$ cat config.mk
export PLATFORM = sky130hd
export DESIGN_NAME = ordered_list_append_remove
export DESIGN_NICKNAME = d
export VERILOG_FILES = /design/src/hw/rtl/ola_pkg.sv /design/src/hw/rtl/ola_cell.sv /design/src/hw/rtl/ordered_list_append_remove.sv
export SDC_FILE = /design/constraint.sdc
export NUM_CORES = 2
export LEC_CHECK = 0
export BUFFER_PORTS_ARGS = -buffer_cell sky130_fd_sc_hd__buf_2
export CAP_MARGIN = 30
export CORE_ASPECT_RATIO = 1.5
export CORE_UTILIZATION = 60
export CTS_CLUSTER_DIAMETER = 100
export DETAILED_ROUTE_END_ITERATION = 7
export GPL_TIMING_DRIVEN = 0
export PLACE_DENSITY_LB_ADDON = 0.3
export SYNTH_ARGS = -nofsm -noshare
export SYNTH_HDL_FRONTEND = slang
export SYNTH_HIERARCHICAL = 1
export SYNTH_SLANG_ARGS = --single-unit
$ cat constraint.sdc
create_clock -name clk -period 4.7 [get_ports clk]
set_input_delay 0.94 -clock clk [delete_from_list [all_inputs] [get_ports clk]]
set_output_delay 0.94 -clock clk [all_outputs]
set_load 0.01 [all_outputs]
$ cat src/hw/rtl/ola_pkg.sv
// Shared constants, codes and types for the ordered list block.
package ola_pkg;

	// List geometry
	localparam int DEPTH      = 16;
	localparam int RESULT_CAP = 16;
	localparam int CNT_W      = $clog2(DEPTH + 1);
	localparam int DATA_W     = 32;

	// Opcodes
	localparam logic [1:0] OP_APPEND = 2'd0;
	localparam logic [1:0] OP_REMOVE = 2'd1;
	localparam logic [1:0] OP_DUMP   = 2'd2;

	// Result status codes
	localparam logic [1:0] ST_OK        = 2'd0;
	localparam logic [1:0] ST_NOT_FOUND = 2'd1;
	localparam logic [1:0] ST_FULL      = 2'd2;
	localparam logic [1:0] ST_EMPTY     = 2'd3;

	// Per-cell update select: load operand, take neighbour, or take head (wrap)
	typedef struct packed {
		logic load;
		logic shift;
		logic wrap;
	} cell_ctl_t;

endpackage

$ cat src/hw/rtl/ola_cell.sv
// One list slot: holds an entry, compares it to the operand, moves data along the row.
module ola_cell
	import ola_pkg::*;
(
	input  logic                     clk,
	input  cell_ctl_t                ctl,
	input  logic signed [DATA_W-1:0] value,
	input  logic signed [DATA_W-1:0] next_data,
	input  logic signed [DATA_W-1:0] head_data,
	output logic signed [DATA_W-1:0] data,
	output logic                     eq
);

	logic signed [DATA_W-1:0] data_q;

	// slot update: append load, close gap / rotate from neighbour, wrap from head
	always_ff @(posedge clk) begin
		priority if (ctl.load) begin
			data_q <= value;
		end else if (ctl.shift) begin
			data_q <= next_data;
		end else if (ctl.wrap) begin
			data_q <= head_data;
		end
	end

	assign data = data_q;
	assign eq   = (data_q == value);

endmodule

$ cat src/hw/rtl/ordered_list_append_remove.sv
// Top level of the ordered list: control, count and a row of list cells.
//
// Usage: a command beat is taken on a rising edge with start high and busy
// low; it carries opcode and value. Results appear on item, entry_count,
// status and last for exactly one cycle with valid high; the receiver cannot
// stall, so every result must be taken when shown.
// For append and remove, the result shows in the cycle
// after the command, and busy stays low, so such commands may be issued in
// every cycle. All cells compare against the operand in parallel; the first
// match and every later cell take their neighbour's entry, closing the gap.
// Dump of an empty list answers in the cycle after the command with status
// empty, and busy stays low. Dump of N entries raises busy after the command
// while the row rotates toward the head once per cycle; the head cell is
// emitted each cycle, so the N results come out one per cycle, with last
// set on the final one, and the next command is taken once busy drops.
// Opcode 3 is ignored and gives no result.
// Reset (arst_n low) empties the list and drops any dump in progress; the
// slot contents are not cleared, as only occupied slots are ever read.
module ordered_list_append_remove
	import ola_pkg::*;
(
	input  logic                     clk,
	input  logic                     arst_n,
	input  logic                     start,
	output logic                     busy,
	input  logic [1:0]               opcode,
	input  logic signed [DATA_W-1:0] value,
	output logic                     valid,
	output logic signed [DATA_W-1:0] item,
	output logic [4:0]               entry_count,
	output logic [1:0]               status,
	output logic                     last
);

	localparam logic S_IDLE = 1'b0;
	localparam logic S_DUMP = 1'b1;

	logic                     state_q;
	logic [CNT_W-1:0]         count_q;
	logic [CNT_W-1:0]         dcnt_q;
	logic                     valid_q;
	logic signed [DATA_W-1:0] item_q;
	logic [1:0]               status_q;
	logic                     last_q;

	logic signed [DATA_W-1:0] cell_data [DEPTH];
	logic [DEPTH-1:0]         eq;
	logic [DEPTH-1:0]         occ;
	logic [DEPTH-1:0]         hit;
	logic [DEPTH-1:0]         seen;
	cell_ctl_t                ctl [DEPTH];

	logic             accept;
	logic             full;
	logic             found;
	logic [CNT_W-1:0] ncap;

	assign accept = start && (state_q == S_IDLE);
	assign full   = (count_q >= CNT_W'(DEPTH));
	assign found  = |hit;
	assign ncap   = (count_q > CNT_W'(RESULT_CAP)) ? CNT_W'(RESULT_CAP) : count_q;

	// row of cells with per-slot match detection
	for (genvar i = 0; i < DEPTH; i++) begin : g_cell
		logic signed [DATA_W-1:0] nxt;

		if (i == DEPTH - 1) begin : g_end
			assign nxt = cell_data[i];
		end else begin : g_mid
			assign nxt = cell_data[i+1];
		end

		assign occ[i]  = (CNT_W'(i) < count_q);
		assign hit[i]  = eq[i] && occ[i];
		// first match at or before this slot
		assign seen[i] = |(hit & ({DEPTH{1'b1}} >> (DEPTH - 1 - i)));

		// slot control
		always_comb begin
			ctl[i] = '0;
			if (accept && (opcode == OP_APPEND) && !full) begin
				ctl[i].load = (CNT_W'(i) == count_q);
			end else if (accept && (opcode == OP_REMOVE)) begin
				ctl[i].shift = seen[i];
			end else if (state_q == S_DUMP) begin
				ctl[i].shift = (CNT_W'(i + 1) < count_q);
				ctl[i].wrap  = (CNT_W'(i + 1) == count_q);
			end
		end

		ola_cell u_cell (
			.clk       (clk),
			.ctl       (ctl[i]),
			.value     (value),
			.next_data (nxt),
			.head_data (cell_data[0]),
			.data      (cell_data[i]),
			.eq        (eq[i])
		);
	end

	// control, count and dump sequencing
	always_ff @(posedge clk or negedge arst_n) begin
		if (!arst_n) begin
			state_q <= S_IDLE;
			count_q <= '0;
			dcnt_q  <= '0;
			valid_q <= 1'b0;
		end else begin
			valid_q <= 1'b0;
			unique case (state_q)
				S_IDLE: begin
					if (start) begin
						unique case (opcode)
							OP_APPEND: begin
								valid_q <= 1'b1;
								if (!full) begin
									count_q <= count_q + CNT_W'(1);
								end
							end
							OP_REMOVE: begin
								valid_q <= 1'b1;
								if (found) begin
									count_q <= count_q - CNT_W'(1);
								end
							end
							OP_DUMP: begin
								// only an empty list answers here
								valid_q <= (count_q == '0);
								dcnt_q  <= '0;
								if (count_q != '0) begin
									state_q <= S_DUMP;
								end
							end
							default: begin
							end
						endcase
					end
				end
				S_DUMP: begin
					valid_q <= (dcnt_q < ncap);
					dcnt_q  <= dcnt_q + CNT_W'(1);
					if (dcnt_q == count_q - CNT_W'(1)) begin
						state_q <= S_IDLE;
					end
				end
				default: begin
					state_q <= S_IDLE;
				end
			endcase
		end
	end

	// result payload
	always_ff @(posedge clk) begin
		unique case (state_q)
			S_IDLE: begin
				last_q <= 1'b1;
				unique case (opcode)
					OP_APPEND: begin
						item_q   <= value;
						status_q <= full ? ST_FULL : ST_OK;
					end
					OP_REMOVE: begin
						item_q   <= value;
						status_q <= found ? ST_OK : ST_NOT_FOUND;
					end
					OP_DUMP: begin
						item_q   <= '0;
						status_q <= ST_EMPTY;
					end
					default: begin
						item_q   <= value;
						status_q <= ST_OK;
					end
				endcase
			end
			S_DUMP: begin
				item_q   <= cell_data[0];
				status_q <= ST_OK;
				last_q   <= (dcnt_q == ncap - CNT_W'(1));
			end
			default: begin
				item_q <= value;
			end
		endcase
	end

	assign busy        = (state_q == S_DUMP);
	assign valid       = valid_q;
	assign item        = item_q;
	assign entry_count = 5'(count_q);
	assign status      = status_q;
	assign last        = last_q;

endmodule

==> impl_metrics.csv <==
group,metric,value,unit
die,die_w,198.6,um
yosys,syn_area_per_cell,10.53,um2
yosys,synthDistinctLibCells,56,
setup_path,path_max_fanout,21,
setup_path,cp_cell_sequence,"buf_2 > buf_12 > xor2_1 > nor4_1 > nand4_1 > nor2_1 > o21ai_0 > o211ai_1 > nor3b_1 > buf_4 > and3_1 > o22ai_1 > buf_4 > or3_2 > buf_16",
layout,final_cell_area,39980,um2
grt,antenna_found_initial,4,
cts,ctsResizeCount,3,
grt,grt_pass1_wl,193700,um
yosys,synth_top_family_by_area,"multiplexers",
pwr,power-per-cell-area,844.5,nW/um2
cts,cts_buffers,54,
routing,vias_per_cell,6.760,
setup_path,crit_arrival,4.95,ns
sta,drv_slew,0,
sta,hold_ws,0.2059,ns
placement,place_ws,-0.7280,ns
sta,hold_violations,0,
yosys,ys_ff_latch,559,
cts,clock_sinks,559,
routing,vias,29313,
pwr,finalPower,33.76,mW
grt,grt_overflow_total,0,
yosys,synth_compound_area_share,9.851,%
layout,fin_nets,3575,
routing,drtAntennaViolNets,0,
cts,htreeDepth,2,
sta,finClkSkew,0.02211,ns
cts,clockBufferDepth,3,
flow_run,max_cap_viol_count,0,
sta,worst_pin_slew,1.128,ns
layout,final_cell_mix,"549 x nand2_1, 539 x o21ai_0, 515 x xor2_1, 513 x mux2i_1, 512 x edfxtp_1",
grt,grt.total_usage,45.95,%
sta,fin_ws,0.07181,ns
placement,port_buffers,77,
placement,place_congestion,0.9999,
yosys,synthXorXnorAreaFrac,13.17,%
cts,clock_latency,0.63,ns
grt,grt_max_degree,34,
yosys,seq_area_frac_synth,47.07,%
yosys,syn_inst,3305,
layout,layout-drive-gt1-share,10.19,%
grt,grt_pass1_vias,29110,
yosys,synth_ff_type,"edfxtp_1",
yosys,async_flop_share,2.147,%
die,core-area,57030,um2
worst_hold_path,min_path_type,"in2async",
placement,placed_area,38070,um2
die,rows,107,
cts,ctsRootBufferMaster,"clkbuf_16",
yosys,synth_area,34790,um2
yosys,synthAdderAreaFrac,0.4316,%
sta,rsz0062_at_grt,"no",
layout,areaGrowthSynthToFinish,14.92,%
yosys,synth_nets,3354,
setup_path,slowest_stage,"buf_2",
layout,nFillCells,4158,
outcome,outcome,"completed",
yosys,synth-edff-count,512,
cts,path_clk_slew,0.07,ns
setup_path,cpMostUsedCell,"buf_4",
setup_path,max_stage_delay,0.49,ns
routing,drc,0,
cts,cts_setup_buffers,0,
pwr,p_leak,15.10,nW
layout,layout_commonest_cell,"nand2_1",
die,chipHeight,296.9,um
yosys,synth_mux_area_share,14.84,%
setup_path,start_kind,"input pin",
die,design.die.area,58970,um2
routing,drt-initial-drc-count,3686,
cts,cts_tree,"built",
die,start_util,61.00,%
routing,totalWireLength,134900,um
setup_path,critPathCaptureType,"register",
yosys,yosysWarnings,6,
sta,post-route-min-period,4.628,ns
sta,setup_viol,0,
routing,dr.pass1.iters,6,
placement,dp_hpwl,101000,um
die,io_pins,79,
setup_path,cp.required,5.02,ns
setup_path,criticalPathCategory,"in2reg",
cts,hold_buffers,0,
sta,fmax,216.1,MHz
pwr,ir_worst_vdd,0.0005100,V
sta,fin_crit_sh,98.47,%
yosys,yosys.area_share.simple,10.98,%
sta,max_slew_margin,24.78,%
routing,wl_per_cell,31.11,um
[worst max-delay path: cells and delay by family]
family | cells | cell delay [ns]
AND/OR/NAND/NOR | 6 | 1.78
buffers and inverters | 5 | 1.43
AO/OA/AOI/OAI | 3 | 0.63
XOR/XNOR | 1 | 0.10
[where the power goes]
group | total, mW | switching, mW | internal (mW) | leakage, nW
sequential | 13.0 | 2.95 | 10.1 | 5.45
clock | 4.40 | 1.97 | 2.43 | 0.861
combinational | 16.3 | 9.52 | 6.81 | 8.79
[registers in the layout, summed over array words and instances (netlist names)]
register            cells
valid                   1
item                   32
status                  2
dcnt_q                  5
g_cell.u_cell/data    512
busy                    1
last                    1
entry_count             5
[layout make-up]
type | instances | area, um2 | area share, %
Timing Repair Buffer | 165 | 2470 | 6.178
Inverter | 8 | 30.03 | 0.07511
Clock buffer | 69 | 1464 | 3.662
Antenna cell | 2 | 5.005 | 0.01252
Clock inverter | 32 | 276.5 | 0.6917
Multi-Input combinational cell | 2533 | 17160 | 42.93
Buffer | 205 | 1241 | 3.105
Sequential cell | 559 | 16380 | 40.96
Tap cell | 763 | 954.7 | 2.388
[kinds of logic (layout without fill, tap and decap cells)]
logic type,after synthesis,in the layout
muxes,515,515
adders and majority gates,12,12
and+or+nand+nor,853,853
AOI/OAI and AO/OA,630,630
xor gates and xnor gates,523,523
buffers and inverters,213,479
DFF,559,559
other,0,2
[metal layers]
layer	part of all wire [%]	global-route usage [%]
met5	0.0067	0
met4	12	44.78
met3	12	13.17
met2	46	71.05
met1	31	49.59
[through the flow]
step	setup TNS [ns]	util, %	cells
floorplan	0	-	3305
global placement	-459.88	63.35	4145
detailed placement	-131.00	66.75	4226
CTS	0	69.82	4327
global route	0	70.09	4335
finish	0	70.10	4336
[synthesized netlist by cell type, types with 35 or more instances]
master / count / area, um2
buf_2: 35 / 175.2
buf_6: 49 / 551.8
clkbuf_1: 101 / 379.1
dfxtp_1: 35 / 700.7
edfxtp_1: 512 / 15370
mux2i_1: 513 / 5135
nand2_1: 549 / 2061
nand4_1: 36 / 225.2
nor2_1: 57 / 214.0
nor4_1: 129 / 807.0
o21ai_0: 539 / 2698
xor2_1: 515 / 4511
[final timing paths]
check / start / end / slack, ns / cells past startpoint
worst max-delay path: value[3] / g_cell[15].u_cell/data[3]$_DFFE_PP_ / 0.07 / 15
worst min-delay path: arst_n / entry_count[4]$_DFFE_PN0P_ / 0.21 / 1
worst min register to register: dcnt_q[3]$_DFFE_PN0P_ / dcnt_q[3]$_DFFE_PN0P_ / 0.64 / 1
min in group clk: dcnt_q[3]$_DFFE_PN0P_ / dcnt_q[3]$_DFFE_PN0P_ / 0.64 / 1
max in group asynchronous: arst_n / entry_count[0]$_DFFE_PN0P_ / 4.23 / 1
worst max register to register: entry_count[1]$_DFFE_PN0P_ / g_cell[15].u_cell/data[3]$_DFFE_PP_ / 0.27 / 12
(Power assumes the default switching activity.)
